`src/sv/sbs_pkg.sv`:
```
// Shared types and constants for the solar brightness scheduler.
// No dependencies; compiled first.
`default_nettype none

package sbs_pkg;

    // Field widths
    localparam int MIN_W      = 11;
    localparam int HLT_W      = 2;
    localparam int LVL_W      = 8;
    localparam int SUN_W      = 14;
    localparam int FADE_W     = 8;
    localparam int CMP_W      = 16;
    localparam int PROD_W     = 2 * LVL_W;
    localparam int CFG_IDX_W  = 3;
    localparam int CFG_DATA_W = 14;
    localparam int DIV_CNT_W  = 4;

    // Register indexes
    localparam logic [CFG_IDX_W-1:0] REG_SUNRISE = 3'd0;
    localparam logic [CFG_IDX_W-1:0] REG_SUNSET  = 3'd1;
    localparam logic [CFG_IDX_W-1:0] REG_FADE    = 3'd2;
    localparam logic [CFG_IDX_W-1:0] REG_DAY     = 3'd3;
    localparam logic [CFG_IDX_W-1:0] REG_NIGHT   = 3'd4;
    localparam logic [CFG_IDX_W-1:0] REG_DFLT    = 3'd5;

    // Register reset values (-6000 in 14-bit two's complement)
    localparam logic [SUN_W-1:0]  RST_SUN   = 14'h2890;
    localparam logic [FADE_W-1:0] RST_FADE  = 8'd30;
    localparam logic [LVL_W-1:0]  RST_DAY   = 8'd255;
    localparam logic [LVL_W-1:0]  RST_NIGHT = 8'd10;
    localparam logic [LVL_W-1:0]  RST_DFLT  = 8'd128;

    // Health codes
    localparam logic [HLT_W-1:0] HEALTH_WARN = 2'd1;
    localparam logic [HLT_W-1:0] HEALTH_CRIT = 2'd2;

    localparam logic [LVL_W-1:0] CRIT_CAP = 8'd15;

    // Divider runs one quotient bit per cycle over the full product width
    localparam logic [DIV_CNT_W-1:0] DIV_LAST_CNT = 4'(PROD_W - 1);

    typedef enum logic [2:0] {
        S_IDLE,
        S_CLASS,
        S_MUL,
        S_DIV,
        S_FIN
    } t_state;

    // Controller to datapath
    typedef struct packed {
        logic load_in;
        logic classify;
        logic mul;
        logic div_step;
        logic fin_load;
    } t_dp_cmd;

    // Datapath to controller
    typedef struct packed {
        logic is_ramp;
        logic div_last;
        logic out_free;
    } t_dp_sts;

endpackage

`default_nettype wire

```
`src/sv/sbs_req_if.sv`:
```
// Request channel: minute of day and health code.
// Depends on sbs_pkg.
`default_nettype none

interface sbs_req_if;
    import sbs_pkg::*;

    logic             valid;
    logic             ready;
    logic [MIN_W-1:0] minute_of_day;
    logic [HLT_W-1:0] health;

    modport source (output valid, output minute_of_day, output health, input ready);
    modport sink   (input valid, input minute_of_day, input health, output ready);
endinterface

`default_nettype wire

```
`src/sv/sbs_rsp_if.sv`:
```
// Result channel: backlight level, night flag and change flag.
// Depends on sbs_pkg.
`default_nettype none

interface sbs_rsp_if;
    import sbs_pkg::*;

    logic             valid;
    logic             ready;
    logic [LVL_W-1:0] level;
    logic             night;
    logic             changed;

    modport source (output valid, output level, output night, output changed, input ready);
    modport sink   (input valid, input level, input night, input changed, output ready);
endinterface

`default_nettype wire

```
`src/sv/sbs_dp.sv`:
```
// Datapath: config registers, period classifier, ramp multiply, serial
// divider, health override and output register. Depends on sbs_pkg.
`default_nettype none

module sbs_dp (
    input  wire                          i_clk,
    input  wire                          i_rst_n,
    input  wire                          i_cfg_we,
    input  wire [sbs_pkg::CFG_IDX_W-1:0] i_cfg_idx,
    input  wire [sbs_pkg::CFG_DATA_W-1:0] i_cfg_data,
    input  wire [sbs_pkg::MIN_W-1:0]     i_minute_of_day,
    input  wire [sbs_pkg::HLT_W-1:0]     i_health,
    input  sbs_pkg::t_dp_cmd             i_cmd,
    output sbs_pkg::t_dp_sts             o_sts,
    output logic                         o_out_valid,
    input  wire                          i_out_ready,
    output logic [sbs_pkg::LVL_W-1:0]    o_level,
    output logic                         o_night,
    output logic                         o_changed
);
    import sbs_pkg::*;

    // Configuration registers
    logic [SUN_W-1:0]  r_sunrise;
    logic [SUN_W-1:0]  r_sunset;
    logic [FADE_W-1:0] r_fade;
    logic [LVL_W-1:0]  r_day;
    logic [LVL_W-1:0]  r_night;
    logic [LVL_W-1:0]  r_dflt;

    // Request and working registers
    logic [MIN_W-1:0]     r_min;
    logic [HLT_W-1:0]     r_health;
    logic                 r_ramp;
    logic                 r_neg;
    logic                 r_night_flag;
    logic [LVL_W-1:0]     r_from;
    logic [LVL_W-1:0]     r_diff;
    logic [LVL_W-1:0]     r_pos;
    logic [LVL_W-1:0]     r_rem;
    logic [PROD_W-1:0]    r_quo;
    logic [DIV_CNT_W-1:0] r_cnt;
    logic [LVL_W-1:0]     r_applied;
    logic                 r_out_valid;
    logic [LVL_W-1:0]     r_out_level;
    logic                 r_out_night;
    logic                 r_out_changed;

    logic signed [CMP_W-1:0] w_m, w_s, w_t, w_f;
    logic signed [CMP_W-1:0] w_rise_pos, w_set_pos;
    logic                    w_fade_on, w_rise, w_day, w_set;
    logic [LVL_W-1:0]        w_to, w_from, w_pos;
    logic [LVL_W:0]          w_trial, w_sub;
    logic                    w_ge;
    logic [LVL_W-1:0]        w_q, w_solar, w_level;

    // Config writes
    always_ff @(posedge i_clk) begin
        if (!i_rst_n) begin
            r_sunrise <= RST_SUN;
            r_sunset  <= RST_SUN;
            r_fade    <= RST_FADE;
            r_day     <= RST_DAY;
            r_night   <= RST_NIGHT;
            r_dflt    <= RST_DFLT;
        end else if (i_cfg_we) begin
            case (i_cfg_idx)
                REG_SUNRISE: r_sunrise <= i_cfg_data;
                REG_SUNSET:  r_sunset  <= i_cfg_data;
                REG_FADE:    r_fade    <= i_cfg_data[FADE_W-1:0];
                REG_DAY:     r_day     <= i_cfg_data[LVL_W-1:0];
                REG_NIGHT:   r_night   <= i_cfg_data[LVL_W-1:0];
                REG_DFLT:    r_dflt    <= i_cfg_data[LVL_W-1:0];
                default: begin
                end
            endcase
        end
    end

    // Period classification, all compares signed
    always_comb begin
        w_m        = signed'({{(CMP_W-MIN_W){1'b0}}, r_min});
        w_s        = signed'({{(CMP_W-SUN_W){r_sunrise[SUN_W-1]}}, r_sunrise});
        w_t        = signed'({{(CMP_W-SUN_W){r_sunset[SUN_W-1]}}, r_sunset});
        w_f        = signed'({{(CMP_W-FADE_W){1'b0}}, r_fade});
        w_fade_on  = (r_fade != '0);
        w_rise     = w_fade_on && (w_m >= w_s - w_f) && (w_m < w_s);
        w_day      = (w_m >= w_s) && (w_m < w_t);
        w_set      = w_fade_on && (w_m >= w_t) && (w_m < w_t + w_f);
        w_rise_pos = w_m - w_s + w_f;
        w_set_pos  = w_m - w_t;
        w_from     = r_night;
        w_to       = r_day;
        w_pos      = w_rise_pos[LVL_W-1:0];
        if (!w_rise && !w_day && w_set) begin
            w_from = r_day;
            w_to   = r_night;
            w_pos  = w_set_pos[LVL_W-1:0];
        end else if (!w_rise && w_day) begin
            w_from = r_day;
        end
    end

    // Restoring divide step: one quotient bit per cycle
    always_comb begin
        w_trial = {r_rem, r_quo[PROD_W-1]};
        w_sub   = w_trial - {1'b0, r_fade};
        w_ge    = (w_trial >= {1'b0, r_fade});
    end

    // Working registers
    always_ff @(posedge i_clk) begin
        if (i_cmd.load_in) begin
            r_min    <= i_minute_of_day;
            r_health <= i_health;
        end
        if (i_cmd.classify) begin
            r_ramp       <= w_rise || (!w_day && w_set);
            r_night_flag <= !w_rise && !w_day && !w_set;
            r_from       <= w_from;
            r_neg        <= (w_to < w_from);
            r_diff       <= (w_to < w_from) ? (w_from - w_to) : (w_to - w_from);
            r_pos        <= w_pos;
        end
        if (i_cmd.mul) begin
            r_quo <= {{(PROD_W-LVL_W){1'b0}}, r_diff} * {{(PROD_W-LVL_W){1'b0}}, r_pos};
            r_rem <= '0;
            r_cnt <= DIV_LAST_CNT;
        end else if (i_cmd.div_step) begin
            r_quo <= {r_quo[PROD_W-2:0], w_ge};
            r_rem <= w_ge ? w_sub[LVL_W-1:0] : w_trial[LVL_W-1:0];
            r_cnt <= r_cnt - DIV_CNT_W'(1);
        end
    end

    // Ramp result and health override
    always_comb begin
        w_q = r_quo[LVL_W-1:0];
        if (!r_ramp) begin
            w_solar = r_from;
        end else if (r_neg) begin
            w_solar = r_from - w_q;
        end else begin
            w_solar = r_from + w_q;
        end
        case (r_health)
            HEALTH_CRIT: begin
                w_level = (w_solar > CRIT_CAP) ? CRIT_CAP : w_solar;
            end
            HEALTH_WARN: begin
                w_level = r_dflt;
            end
            default: begin
                w_level = w_solar;
            end
        endcase
    end

    // Output register and applied level
    always_ff @(posedge i_clk) begin
        if (!i_rst_n) begin
            r_out_valid <= 1'b0;
            r_applied   <= '0;
        end else if (i_cmd.fin_load) begin
            r_out_valid <= 1'b1;
            r_applied   <= w_level;
        end else if (i_out_ready) begin
            r_out_valid <= 1'b0;
        end
    end

    always_ff @(posedge i_clk) begin
        if (i_cmd.fin_load) begin
            r_out_level   <= w_level;
            r_out_night   <= r_night_flag;
            r_out_changed <= (w_level != r_applied);
        end
    end

    assign o_sts.is_ramp  = r_ramp;
    assign o_sts.div_last = (r_cnt == '0);
    assign o_sts.out_free = !r_out_valid || i_out_ready;
    assign o_out_valid    = r_out_valid;
    assign o_level        = r_out_level;
    assign o_night        = r_out_night;
    assign o_changed      = r_out_changed;

    // A loaded result becomes the applied level
    a_applied: assert property (@(posedge i_clk) disable iff (!i_rst_n)
        i_cmd.fin_load |=> (r_applied == r_out_level))
        else $error("applied level differs from delivered level");

    // Critical health never delivers more than the cap
    a_crit_cap: assert property (@(posedge i_clk) disable iff (!i_rst_n)
        (i_cmd.fin_load && r_health == HEALTH_CRIT) |=> (r_out_level <= CRIT_CAP))
        else $error("critical health level above cap");

endmodule

`default_nettype wire

```
`src/sv/sbs_ctrl.sv`:
```
// Controller: sequences accept, classify, multiply, divide and output load.
// Depends on sbs_pkg.
`default_nettype none

module sbs_ctrl (
    input  wire              i_clk,
    input  wire              i_rst_n,
    input  wire              i_in_valid,
    output logic             o_in_ready,
    input  sbs_pkg::t_dp_sts i_sts,
    output sbs_pkg::t_dp_cmd o_cmd
);
    import sbs_pkg::*;

    t_state r_state;
    t_state n_state;

    // State register
    always_ff @(posedge i_clk) begin
        if (!i_rst_n) begin
            r_state <= S_IDLE;
        end else begin
            r_state <= n_state;
        end
    end

    // Next state and commands
    always_comb begin
        n_state    = r_state;
        o_cmd      = '0;
        o_in_ready = 1'b0;
        case (r_state)
            S_IDLE: begin
                o_in_ready = 1'b1;
                if (i_in_valid) begin
                    o_cmd.load_in = 1'b1;
                    n_state       = S_CLASS;
                end
            end
            S_CLASS: begin
                o_cmd.classify = 1'b1;
                n_state        = S_MUL;
            end
            S_MUL: begin
                if (i_sts.is_ramp) begin
                    o_cmd.mul = 1'b1;
                    n_state   = S_DIV;
                end else begin
                    n_state = S_FIN;
                end
            end
            S_DIV: begin
                o_cmd.div_step = 1'b1;
                if (i_sts.div_last) begin
                    n_state = S_FIN;
                end
            end
            S_FIN: begin
                if (i_sts.out_free) begin
                    o_cmd.fin_load = 1'b1;
                    n_state        = S_IDLE;
                end
            end
            default: begin
                n_state = S_IDLE;
            end
        endcase
    end

    // An accepted request is classified in the next cycle
    a_accept: assert property (@(posedge i_clk) disable iff (!i_rst_n)
        (i_in_valid && o_in_ready) |=> (r_state == S_CLASS))
        else $error("accepted request not classified");

    // The last divide step hands over to the output stage
    a_div_end: assert property (@(posedge i_clk) disable iff (!i_rst_n)
        (r_state == S_DIV && i_sts.div_last) |=> (r_state == S_FIN))
        else $error("divider did not finish into output stage");

endmodule

`default_nettype wire

```
`src/sv/solar_brightness_scheduler.sv`:
```
// Solar brightness scheduler top level: controller plus datapath.
// Inside a fade ramp a request runs classify, multiply and the 16-step ramp divider,
// one quotient bit per cycle, before the output load; otherwise the divider is skipped.
// A new request is accepted only after the previous result has been loaded for output.
// A finished result waits in the output register while the next request is taken.
// Reset (synchronous, active low) restores config defaults and clears applied level.
`default_nettype none

module solar_brightness_scheduler (
    input  wire                           i_clk,
    input  wire                           i_rst_n,
    sbs_req_if.sink                       i_req_if,
    sbs_rsp_if.source                     o_rsp_if,
    input  wire                           i_cfg_we,
    input  wire [sbs_pkg::CFG_IDX_W-1:0]  i_cfg_idx,
    input  wire [sbs_pkg::CFG_DATA_W-1:0] i_cfg_data
);
    import sbs_pkg::*;

    t_dp_cmd w_cmd;
    t_dp_sts w_sts;
    logic    w_in_ready;

    sbs_ctrl u_ctrl (
        .i_clk      (i_clk),
        .i_rst_n    (i_rst_n),
        .i_in_valid (i_req_if.valid),
        .o_in_ready (w_in_ready),
        .i_sts      (w_sts),
        .o_cmd      (w_cmd)
    );

    sbs_dp u_dp (
        .i_clk           (i_clk),
        .i_rst_n         (i_rst_n),
        .i_cfg_we        (i_cfg_we),
        .i_cfg_idx       (i_cfg_idx),
        .i_cfg_data      (i_cfg_data),
        .i_minute_of_day (i_req_if.minute_of_day),
        .i_health        (i_req_if.health),
        .i_cmd           (w_cmd),
        .o_sts           (w_sts),
        .o_out_valid     (o_rsp_if.valid),
        .i_out_ready     (o_rsp_if.ready),
        .o_level         (o_rsp_if.level),
        .o_night         (o_rsp_if.night),
        .o_changed       (o_rsp_if.changed)
    );

    assign i_req_if.ready = w_in_ready;

endmodule

`default_nettype wire

```
`src/flat_wrapper.sv`:
```
// flat-port wrapper written by rule: the top's interface ports become plain ports
module solar_brightness_scheduler_flat import sbs_pkg::*;
  (i_clk, i_rst_n, i_cfg_we, i_cfg_idx, i_cfg_data, i_req_if_valid, i_req_if_minute_of_day, i_req_if_health, i_req_if_ready, o_rsp_if_valid, o_rsp_if_level, o_rsp_if_night, o_rsp_if_changed, o_rsp_if_ready);
  sbs_req_if i_req_if_i ();
  sbs_rsp_if o_rsp_if_i ();
  input  wire i_clk;
  input  wire i_rst_n;
  input  wire i_cfg_we;
  input  wire [sbs_pkg::CFG_IDX_W-1:0] i_cfg_idx;
  input  wire [sbs_pkg::CFG_DATA_W-1:0] i_cfg_data;
  input wire logic [$bits(i_req_if_i.valid)-1:0] i_req_if_valid;
  input wire logic [$bits(i_req_if_i.minute_of_day)-1:0] i_req_if_minute_of_day;
  input wire logic [$bits(i_req_if_i.health)-1:0] i_req_if_health;
  output wire logic [$bits(i_req_if_i.ready)-1:0] i_req_if_ready;
  output wire logic [$bits(o_rsp_if_i.valid)-1:0] o_rsp_if_valid;
  output wire logic [$bits(o_rsp_if_i.level)-1:0] o_rsp_if_level;
  output wire logic [$bits(o_rsp_if_i.night)-1:0] o_rsp_if_night;
  output wire logic [$bits(o_rsp_if_i.changed)-1:0] o_rsp_if_changed;
  input wire logic [$bits(o_rsp_if_i.ready)-1:0] o_rsp_if_ready;
  assign i_req_if_i.valid = i_req_if_valid;
  assign i_req_if_i.minute_of_day = i_req_if_minute_of_day;
  assign i_req_if_i.health = i_req_if_health;
  assign i_req_if_ready = i_req_if_i.ready;
  assign o_rsp_if_valid = o_rsp_if_i.valid;
  assign o_rsp_if_level = o_rsp_if_i.level;
  assign o_rsp_if_night = o_rsp_if_i.night;
  assign o_rsp_if_changed = o_rsp_if_i.changed;
  assign o_rsp_if_i.ready = o_rsp_if_ready;
  solar_brightness_scheduler u_core (.i_clk(i_clk), .i_rst_n(i_rst_n), .i_req_if(i_req_if_i), .o_rsp_if(o_rsp_if_i), .i_cfg_we(i_cfg_we), .i_cfg_idx(i_cfg_idx), .i_cfg_data(i_cfg_data));
endmodule
```
`config.mk`:
```
export PLATFORM = sky130hd
export DESIGN_NAME = solar_brightness_scheduler_flat
export DESIGN_NICKNAME = d
export VERILOG_FILES = /design/src/sv/sbs_pkg.sv /design/src/sv/sbs_req_if.sv /design/src/sv/sbs_rsp_if.sv /design/src/sv/sbs_dp.sv /design/src/sv/sbs_ctrl.sv /design/src/sv/solar_brightness_scheduler.sv /design/src/flat_wrapper.sv
export SDC_FILE = /design/constraint.sdc
export NUM_CORES = 1
export LEC_CHECK = 0
export ABC_AREA = 1
export BUFFER_PORTS_ARGS = -buffer_cell sky130_fd_sc_hd__buf_2
export CAP_MARGIN = 15
export CORE_ASPECT_RATIO = 2
export CORE_MARGIN = 2
export CORE_UTILIZATION = 60
export CTS_BUF_LIST = sky130_fd_sc_hd__clkbuf_4 sky130_fd_sc_hd__clkbuf_8 sky130_fd_sc_hd__clkbuf_16
export DETAILED_ROUTE_END_ITERATION = 12
export GPL_ROUTABILITY_DRIVEN = 0
export PLACE_DENSITY = 0.78
export SLEW_MARGIN = 20
export SYNTH_ARGS = -nofsm -noshare
export SYNTH_HDL_FRONTEND = slang
export SYNTH_SLANG_ARGS = --single-unit
export TNS_END_PERCENT = 5
```
`constraint.sdc`:
```
create_clock -name i_clk -period 10.3 [get_ports i_clk]
set_input_delay 1.03 -clock i_clk [delete_from_list [all_inputs] [get_ports i_clk]]
set_output_delay 1.03 -clock i_clk [all_outputs]
set_load 0.005 [all_outputs]
```
==> results.md, run 1 <==
* Status: finished clean
* Clk_skew at 9.172 ps
* Die ar. at 0.02173 mm²
* Power per cell area at 302.6 mW/mm²
* Worst path arrival time at 6350 ps
* P&R area growth vs syn at 8.331%
* Post-CTS Resized at 0
* Post-DRT Antenna Nets at 0
* Critical path fanouts, max at 31
* Drt first pass iters at 5
* CTS H-tree lvls at 4
* Most common cell after layout, fill and taps aside: nand2_1
* Wire per inst at 16.53 µm
* Hold Crit Class: register to register
* Seq cells post-synth at 150
* Leakage at 6.853 nW
* Iter 0 DRT Violations at 532
* TritonCTS clock tree: yes
* Finished Layout Cells at 1937
* CP endpoint kind: register
* Slowest cell on the critical path: o311ai_2
* Syn_nets at 1853
* Vias per cell at 5.585
* Post-synth EDFFs at 66
* Remaining DRCs at 0
* Final HPWL DP at 25970 µm
* Dpl cells at 1905
* Diode count at 0
* Final period util at 59.82%
* Max-Cap Viols at 0
* Fill count at 1697
* Vias at 10820
* Worst hold start: u_core.u_dp.r_cnt[3]
* Synth unique cells at 46
* Fmax at 162.3 MHz
* Setup violations, final at 0
* Setup Crit Path Kind: register to register
* Vias in the first global route at 11040
* Worst slew margin at 37.05%
* Initial Util at 60.66%
* FF-to-FF path depth at 29
* Post-synth ARST share at 0%
* Hold_buf cts at 0
* CTS Buffer Depth at 2
* Clock sinks at 150
* Post-CTS Setup Bufs at 0
* Startpoint class of the critical path: register
* Post-Syn Area at 0.01230 mm²
* Crit-path max cell delay at 540 ps
* Hold Violations, Final at 0
* Routed Wire Length at 32030 µm
* Vert. Die Dim at 206.5 µm
* Final Max Slew Viols at 0
* Fin util at 65.72%
* Die span in x at 105.2 µm
* Req. time, crit path at 10490 ps
* Global-route wire length before repair at 51950 µm
* Final Critical Period at 6162 ps
* CP most frequent cell: nand2_1
* Grt total ovfl at 0
* GR Util All Layers at 30.84%
* FF-to-FF Start: u_core.u_dp.r_fade[1]
* Avg Cell Area, Syn at 7.560 µm²
* Overall power at 4.033 mW
* Cell count after synthesis at 1627
* Peak supply drop at 0.2147 mV
* Most common flop cell mapped by yosys: dfxtp_1
* Crit path launch: u_core.u_dp.r_fade[1]
* I/O pins at 47
* Commonest cells after routing, fill and taps aside: 365 x nand2_1, 293 x inv_1, 141 x ha_1
* CTS Buf Count at 17
* Setup TNS at 0 ps
* PortBufs at 46
* Register area share after synthesis at 29.78%
* Fin Hold WS at 470.5 ps
* Total Nets Final at 1884
* Skew-Pair Late Insertion Delay at 440 ps
* Worst-path clk slew at 70 ps
* Placeable Area at 0.02028 mm²
* Root Driver: clkbuf_16
* Initial antenna violation count at 0
* WHS Path Cells at 1
* Layout cells sized above 1 at 7.121%
* FP Rows at 74
* Largest net degree at the start of global routing at 69
* Yosys warnings at 0
* RSZ-0062 raised after global routing: no
* Worst Max-Slew Pin Slew at 941.9 ps
## final timing paths
path,endpoint,slack [ps]
hold / removal,u_core.u_dp.r_cnt[3],470
setup reg to reg,u_core.u_dp.r_diff[6],4140
setup / recovery,u_core.u_dp.r_diff[6],4140
hold reg to reg,u_core.u_dp.r_cnt[3],470
## worst max-delay path, delay by kind of cell (launching register included)
kind	cells	cell delay, ps
flops	1	520
fa+ha+maj	3	1020
buf+inv	2	470
simple gates	15	1610
compound gates	7	1950
xor+xnor	2	330
## Yosys cell counts, types with 2 or more instances
cell      number  share of area, %
a21o_1         8              0.49
a21oi_1      106               4.3
a31oi_1        5              0.25
buf_2          7              0.28
clkbuf_1      33               1.0
clkinv_1       3             0.092
dfxtp_1       84                14
edfxtp_1      66                16
fa_1          50               8.1
ha_1         141                14
inv_1        293               8.9
inv_2          3             0.092
nand2_1      365                11
nand2_2       13              0.66
nand2_4        3              0.27
nand3_1       63               2.6
nand3_2        2              0.16
nand4_1       14              0.71
nor2_1       111               3.4
nor2_2         2              0.10
nor2_4         2              0.18
nor3_1        16              0.65
nor3b_1        2              0.12
nor4_1         3              0.15
o211ai_1      18               1.1
o21a_1         2              0.12
o21ai_0      125               5.1
o21ai_1        2             0.081
o21bai_1       8              0.49
o22ai_1        4              0.20
o31ai_1        3              0.18
or2_2          5              0.25
xnor2_1       21               1.5
xor2_1        32               2.3
## state kept, by name, summed over array words and instances, names as in the netlist, 2 cells and up
register	cells
u_core.u_ctrl.r_state	3
u_core.u_dp.o_level	8
u_core.u_dp.r_applied	8
u_core.u_dp.r_cnt	4
u_core.u_dp.r_day	8
u_core.u_dp.r_dflt	8
u_core.u_dp.r_diff	8
u_core.u_dp.r_fade	8
u_core.u_dp.r_from	8
u_core.u_dp.r_health	2
u_core.u_dp.r_min	11
u_core.u_dp.r_night	8
u_core.u_dp.r_pos	8
u_core.u_dp.r_quo	16
u_core.u_dp.r_rem	8
u_core.u_dp.r_sunrise	14
u_core.u_dp.r_sunset	14
## per-layer routing
| metal | GRT usage, % | routed length, µm |
|---|---|---|
| met1 | 28.28 | 10590 |
| met2 | 58.85 | 17220 |
| met3 | 4.636 | 1212 |
| met4 | 24.71 | 3006 |
| met5 | 0 | 0 |
## power breakdown
| part | total, mW | switching [mW] | internal (mW) | leakage (nW) |
|---|---|---|---|---|
| Sequential | 0.908 | 0.134 | 0.774 | 1.29 |
| Combinational | 2.53 | 1.53 | 0.995 | 5.29 |
| Clock | 0.597 | 0.277 | 0.321 | 0.274 |
| Total | 4.03 | 1.94 | 2.09 | 6.85 |
## layout make-up
class | count | area (µm²) | area share, %
Tap cell | 266 | 332.8 | 2.498
Inverter | 299 | 1122 | 8.423
Clock buffer | 18 | 439.2 | 3.296
Clock inverter | 14 | 112.6 | 0.8451
Timing Repair Buffer | 52 | 275.3 | 2.066
Sequential cell | 150 | 3664 | 27.49
Multi-Input combinational cell | 1138 | 7380 | 55.38
## per-stage QoR
stage,area (µm²),worst slack (ps)
finish,13330,4138
CTS,13320,4157
detailed placement,12770,4202
floorplan,12300,5253
global route,13330,3608
global placement,12770,4510
## kinds of logic (layout without fill, tap and decap cells)
family                   after synthesis  after routing  share of synthesized area (%)
adder cells (fa/ha/maj)              191            191                          22.48
flip-flops                           150            150                          29.78
multiplexers                           1              1                        0.08138
AO/OA/AOI/OAI                        289            289                          12.94
XOR/XNOR                              53             53                          3.774
buffers and inverters                339            383                          10.42
AND/OR/NAND/NOR                      604            604                          20.53
(Power assumes the default switching activity.)
==> run 2: changes to the inputs <==
CORE_UTILIZATION = 58   (was 60)
clock period = 5 ns   (was 10.3 ns; I/O delays follow)
==> run 2 against run 1 <==
Effect of this change: maximum frequency increased by 24%; utilization increased by 1.9 points; die area increased by 3.3%; final cell count increased by 3.4%; count of clock-buffer cells in the layout unchanged; largest cell class unchanged.
==> results.md, run 2 (synthesized netlist as in run 1, its figures left out) <==
* Max reg flops at 16
* Final Max Slew Viols at 0
* Worst r2r dst: u_core.u_dp.r_diff[7]
* Initial antenna violation count at 0
* FP Rows at 75
* Final HPWL DP at 26270 µm
* Vert. Die Dim at 210.0 µm
* Met3 wire length at 1546 µm
* Reg2Reg Setup Slack at 40 ps
* Hold Crit Class: primary input to register
* Slowest cell on the critical path: fa_2
* Worst Max-Slew Pin Slew at 1024 ps
* Hold_buf cts at 0
* GR Util All Layers at 30.93%
* Top Registers: u_core.u_dp.r_quo (16), u_core.u_dp.r_sunrise (14), u_core.u_dp.r_sunset (14)
* Met1 wire length at 11150 µm
* CTS Buf Count at 17
* Final period util at 99.12%
* Iter 0 DRT Violations at 618
* Hold Violations, Final at 0
* Dpl cells at 1961
* Max-Cap Viols at 0
* Power per cell area at 625.3 mW/mm²
* Crit path launch: u_core.u_dp.r_fade[0]
* Final Critical Period at 4956 ps
* Largest net degree at the start of global routing at 43
* Worst slew margin at 31.48%
* Remaining DRCs at 0
* Drt first pass iters at 7
* CTS H-tree lvls at 4
* Layout cells sized above 1 at 13.90%
* CP most frequent cell: nand2_1
* Finished Layout Cells at 2003
* Skew-Pair Late Insertion Delay at 450 ps
* Wire length on met2 at 18410 µm
* Status: finished clean
* Most common cell after layout, fill and taps aside: nand2_1
* Wire per inst at 16.87 µm
* P&R area growth vs syn at 15.12%
* TritonCTS clock tree: yes
* Routed Wire Length at 33790 µm
* Diode count at 0
* Fmax at 201.8 MHz
* Worst-path clk slew at 70 ps
* RSZ-0062 raised after global routing: yes
* FF-to-FF Start: u_core.u_dp.r_fade[0]
* Clock sinks at 150
* Peak supply drop at 0.5827 mV
* Clk_skew at 8.391 ps
* Overall power at 8.854 mW
* Critical path destination: u_core.u_dp.r_diff[7]
* Commonest cells after routing, fill and taps aside: 358 x nand2_1, 287 x inv_1, 135 x ha_1
* FF-to-FF path depth at 31
* Root Driver: clkbuf_16
* Worst path arrival time at 5160 ps
* CP endpoint kind: register
* Die ar. at 0.02246 mm²
* Crit-path max cell delay at 380 ps
* Post-DRT Antenna Nets at 0
* Vias per cell at 5.652
* PortBufs at 46
* Leakage at 7.226 nW
* Grt total ovfl at 0
* Die span in x at 107.0 µm
* Req. time, crit path at 5200 ps
* Vias at 11320
* Total Nets Final at 1947
* Placeable Area at 0.02093 mm²
* CTS Buffer Depth at 2
* Top sig layer: met4
* Critical path fanouts, max at 10
* Setup violations, final at 0
* I/O pins at 47
* Startpoint class of the critical path: register
* Setup Crit Path Kind: register to register
* Vias in the first global route at 11430
* Global-route wire length before repair at 54010 µm
* Initial Util at 58.78%
* Top reg by flops: u_core.u_dp.r_quo
==> run 2: power breakdown <==
group | internal [mW] | switching (mW)
registers | 1.59 | 0.235
clock network | 0.737 | 0.594
logic | 2.31 | 3.38
==> run 2: timing repair <==
| action | in CTS | in global routing |
|---|---|---|
| pin swaps | 2 | 28 |
| setup endpoints to repair | 5 | 9 |
| endpoints found under the hold margin | 0 | 0 |
| gates resized for setup | 14 | 79 |
| buffers inserted | 1 | 10 |
==> run 2: metal layers <==
metal	vias to the layer above	track usage [%]
li1	5426	-
met2	444	58.49
met3	186	5.040
met1	5264	29.67
met5	-	0
met4	0	21.09
==> run 2: final cells by class <==
cell class / instances / area, µm²
inverter: 299 / 1122
sequential: 150 / 3677
timing repair buffer: 115 / 775.7
multi-input combinational: 1138 / 7649
tap: 269 / 336.6
fill: 1666 / 6766
clock inverter: 14 / 148.9
clock buffer: 18 / 450.4
==> run 2: worst min-delay path by stage <==
| stage | from | end | slack, ps | depth (start not counted) |
|---|---|---|---|---|
| floorplan | u_core.u_dp.r_night_flag | u_core.u_dp.o_night | 400 | 0 |
| global placement | u_core.u_dp.r_night_flag | u_core.u_dp.o_night | 430 | 0 |
| detailed placement | u_core.u_dp.r_night_flag | u_core.u_dp.o_night | 420 | 0 |
| CTS | i_req_if_minute_of_day[1] | u_core.u_dp.r_min[1] | 220 | 1 |
| global route | i_req_if_minute_of_day[7] | u_core.u_dp.r_min[7] | 210 | 1 |
| finish | i_req_if_minute_of_day[1] | u_core.u_dp.r_min[1] | 230 | 1 |
==> run 2: worst max-delay path, delay by kind of cell (launching register included) <==
kind | cells | cell delay [ps]
buffers and inverters | 4 | 540
AND/OR/NAND/NOR | 17 | 1450
flip-flops | 1 | 330
AO/OA/AOI/OAI | 5 | 1040
adder cells (fa/ha/maj) | 4 | 1140
XOR/XNOR | 1 | 200
==> run 2: per-stage QoR <==
| step | setup TNS, ps | setup WS [ps] | cell area (µm²) | hold WS (ps) | util, % |
|---|---|---|---|---|---|
| 3_5_place_dp | -351.4 | -146.5 | 13180 | 415.8 | 62.97 |
| 2_1_floorplan | 0 | 23.48 | 12310 | 400.3 | - |
| 4_1_cts | 0 | 0.1963 | 13810 | 215.0 | 66.00 |
| 5_1_grt | -718.8 | -156.4 | 14160 | 209.5 | 67.67 |
| 3_3_place_gp | 0 | 59.80 | 13180 | 425.7 | 62.97 |
| 6_report | 0 | 43.98 | 14160 | 225.3 | 67.67 |
==> run 3: changes to the inputs <==
GPL_ROUTABILITY_DRIVEN = default   (was 0)
SYNTH_HIERARCHICAL = 1   (was default)
==> run 3 against run 2 <==
Effect of this change: sequential cell count stayed put; first-iteration DRC count rose by 0.97%; worst hold slack better by 2.9 ps; count of clock-buffer cells in the layout increased by 1; cell area grew 1.9%; non-clock buffer count is 18 higher; clock skew grew 1.4 ps; wire length rose by 9.0%; via count rose by 0.45%; synthesized cell count rose by 0.18%; sequential power about the same; critical path type unchanged; largest power group unchanged.
==> results.md, run 3 <==
* Worst r2r dst: u_core/u_dp/r_diff[6]
* Most common flop cell mapped by yosys: dfxtp_1
* Root Driver: clkbuf_16
* Post-synth EDFFs at 66
* Most numerous cell in the Yosys netlist: nand2_1
* Synth unique cells at 50
* Vias in the first global route at 11700
* Commonest cells post-synth: 337 x nand2_1, 311 x inv_1, 141 x ha_1, 125 x o21ai_0, 113 x nor2_1
* Crit path buf inv count at 5
* GPL Wtd Cong at 1.013
* Final HPWL DP at 28840 µm
* Avg Cell Area, Syn at 7.587 µm²
* Vert. Die Dim at 210.5 µm
* Worst Max-Slew Pin Slew at 1108 ps
* Clock sinks at 150
* Hold path endpoint: u_core/u_dp/r_min[0]
* Critical path fanouts, max at 7
* Layout cells sized above 1 at 16.00%
* Power share of the clock group at 15.2%
* Req. time, crit path at 5190 ps
* WHS Path Cells at 1
* Leakage at 7.369 nW
* Top delay family on crit path: simple AND/OR/NAND/NOR gates
* Worst-path clk slew at 60 ps
* Placeable Area at 0.02093 mm²
* Power per cell area at 617.3 mW/mm²
* Post-synth top area share at 16.03%
* Total Nets Final at 1969
* Commonest cells after routing, fill and taps aside: 324 x nand2_1, 305 x inv_1, 132 x ha_1
* Worst path arrival time at 5100 ps
* CP most frequent cell: nand2_1
* I/O pins at 47
* Global-route wire length before repair at 56410 µm
* Final Max Slew Viols at 0
* Syn_nets at 1856
* Initial antenna violation count at 0
* Seq cells post-synth at 150
* Final Critical Period at 4907 ps
* Cell internal pwr at 4.642 mW
* Largest net degree at the start of global routing at 64
* Worst slew margin at 25.85%
* Setup Crit Path Kind: register to register
* Sequential Power Share at 20.8%
* Slowest cell on the critical path: fa_2
* CTS H-tree lvls at 4
* Hold Crit Class: primary input to register
* Post-DRT Antenna Nets at 0
* Diode count at 0
* Clk_skew at 9.828 ps
* RSZ-0062 raised after global routing: yes
* Synth top area cells: edfxtp_1 16%, ha_1 14%, dfxtp_1 14%, nand2_1 10%, inv_1 9.4%
* Initial Util at 59.10%
* Final period util at 98.14%
* Register area share after synthesis at 29.62%
* Post-synth ARST share at 0%
* Die span in x at 107.3 µm
* Cell count after synthesis at 1630
* Max reg flops at 16
* Top Registers: u_core/u_dp/r_quo (16), u_core/u_dp/r_sunrise (14), u_core/u_dp/r_sunset (14)
* CP endpoint kind: register
* Combinational share of power at 63.9%
* Iter 0 DRT Violations at 624
* Dominant cell type by area after synthesis: edfxtp_1
* Yosys warnings at 6
* Wire per inst at 18.19 µm
* Drt first pass iters at 5
* Crit-path max cell delay at 390 ps
* GR Util All Layers at 33.12%
* Grt total ovfl at 0
* Fmax at 203.8 MHz
* Vias per cell at 5.615
* Setup TNS at 0 ps
* Max-Cap Viols at 0
* Most common cell after layout, fill and taps aside: nand2_1
* Remaining DRCs at 0
* Startpoint class of the critical path: register
* Skew-Pair Late Insertion Delay at 450 ps
* Setup violations, final at 0
* CTS Buffer Depth at 2
* Final Cell Area at 0.01443 mm²
* Fill count at 1754
* Top reg by flops: u_core/u_dp/r_quo
* FP Rows at 75
* P&R area growth vs syn at 16.66%
* Peak supply drop at 0.9433 mV
* TritonCTS clock tree: yes
* Post-Syn Area at 0.01237 mm²
* Status: finished clean
* Vias at 11370
* Routed Wire Length at 36830 µm
* Die ar. at 0.02258 mm²
* Reg2Reg Setup Slack at 90 ps
* FF-to-FF path depth at 34
* Worst hold start: i_req_if_minute_of_day[0]
* Post-DP Area at 0.01333 mm²
* NetSw at 4.265 mW
* CTS Buf Count at 17
* Sw frac at 47.88%
* Hold_buf cts at 0
* FF-to-FF Start: u_core/u_dp/r_fade[0]
* Hold Violations, Final at 0
* PortBufs at 46
run 3: changes by cell type in the layout (fill, tap and decap cells not counted), moves of 4 or more:
cell,change
nand2_1,-34
buf_4,+18
inv_1,+18
nand3_1,-10
o21ai_1,-8
xnor2_1,-7
xor2_1,+7
a21oi_1,+6
nand2_2,+6
nand2_4,+5
o21ai_0,+5
ha_4,+4
nor3_1,-4
run 3: how the worst max path moves through the flow:
| stage | start | endpoint | slack [ps] | cells after the start |
|---|---|---|---|---|
| floorplan | u_core/u_dp/r_fade[0] | u_core/u_dp/r_diff[6] | 30 | 37 |
| global placement | u_core/u_dp/r_fade[0] | u_core/u_dp/r_diff[6] | 30 | 31 |
| detailed placement | u_core/u_dp/r_fade[0] | u_core/u_dp/r_diff[3] | -140 | 34 |
| CTS | u_core/u_dp/r_fade[0] | u_core/u_dp/r_diff[3] | 30 | 35 |
| global route | u_core/u_dp/r_sunrise[0] | u_core/u_dp/r_diff[3] | -210 | 36 |
| finish | u_core/u_dp/r_fade[0] | u_core/u_dp/r_diff[6] | 90 | 34 |
run 3: power groups by stage:
stage	sequential, mW	combinational (mW)	clock [mW]
6_report	1.86	5.70	1.36
3_5_place_dp	1.87	5.47	0
5_1_grt	1.88	6.45	1.42
2_1_floorplan	1.74	4.23	0
3_3_place_gp	1.86	5.21	0
4_1_cts	1.85	5.54	1.38
run 3: area by class of cell:
class                      instances  area, µm²  share of cell area (%)
clock inverter                    13      145.1                   1.006
multi-input combinational       1121       7677                   53.21
inverter                         320       1209                   8.377
tap                              269      336.6                   2.333
timing repair buffer             133      902.1                   6.253
sequential                       150       3682                   25.52
clock buffer                      19      475.5                   3.295
run 3: kinds of logic (layout without fill, tap and decap cells):
kind of cell,after synthesis,count (layout),share of synthesized area (%)
AO/OA/AOI/OAI,300,300,13.39
AND/OR/NAND/NOR,577,577,19.85
XOR/XNOR,52,52,3.683
flip-flops,150,150,29.62
buffers and inverters,359,485,11.02
multiplexers,1,1,0.08094
adder cells (fa/ha/maj),191,191,22.36
run 3: worst reg2reg max path: cells and delay by family, from the launching register on:
kind,cells,cell delay (ps)
xor gates and xnor gates,2,320
DFF,1,380
and+or+nand+nor,16,1410
AOI/OAI and AO/OA,7,880
buffers and inverters,5,500
adders and majority gates,4,1160
run 3: what timing repair did:
action                                  in CTS  in global routing
cloned                                       0                  0
gates resized for setup                      6                101
buffers inserted                             0                 15
endpoints found under the setup margin       5                 10
pin swaps                                    2                 54
run 3: stage by stage:
step | hold WS (ps) | util, % | setup slack (ps) | power, mW | cells
floorplan | 400.3 | - | 33.68 | 5.961 | 1630
global placement | 442.7 | 63.70 | 33.66 | 7.074 | 1978
detailed placement | 442.4 | 63.70 | -142.3 | 7.342 | 1978
CTS | 203.1 | 66.70 | 34.07 | 8.766 | 2010
global route | 210.5 | 68.94 | -208.3 | 9.754 | 2025
finish | 228.2 | 68.94 | 93.04 | 8.907 | 2025
run 3: routing by layer:
layer,track usage [%],routed length (µm)
met5,0,0
met4,30.77,4149
met3,5.999,1573
met2,62.22,19800
met1,27.93,11300
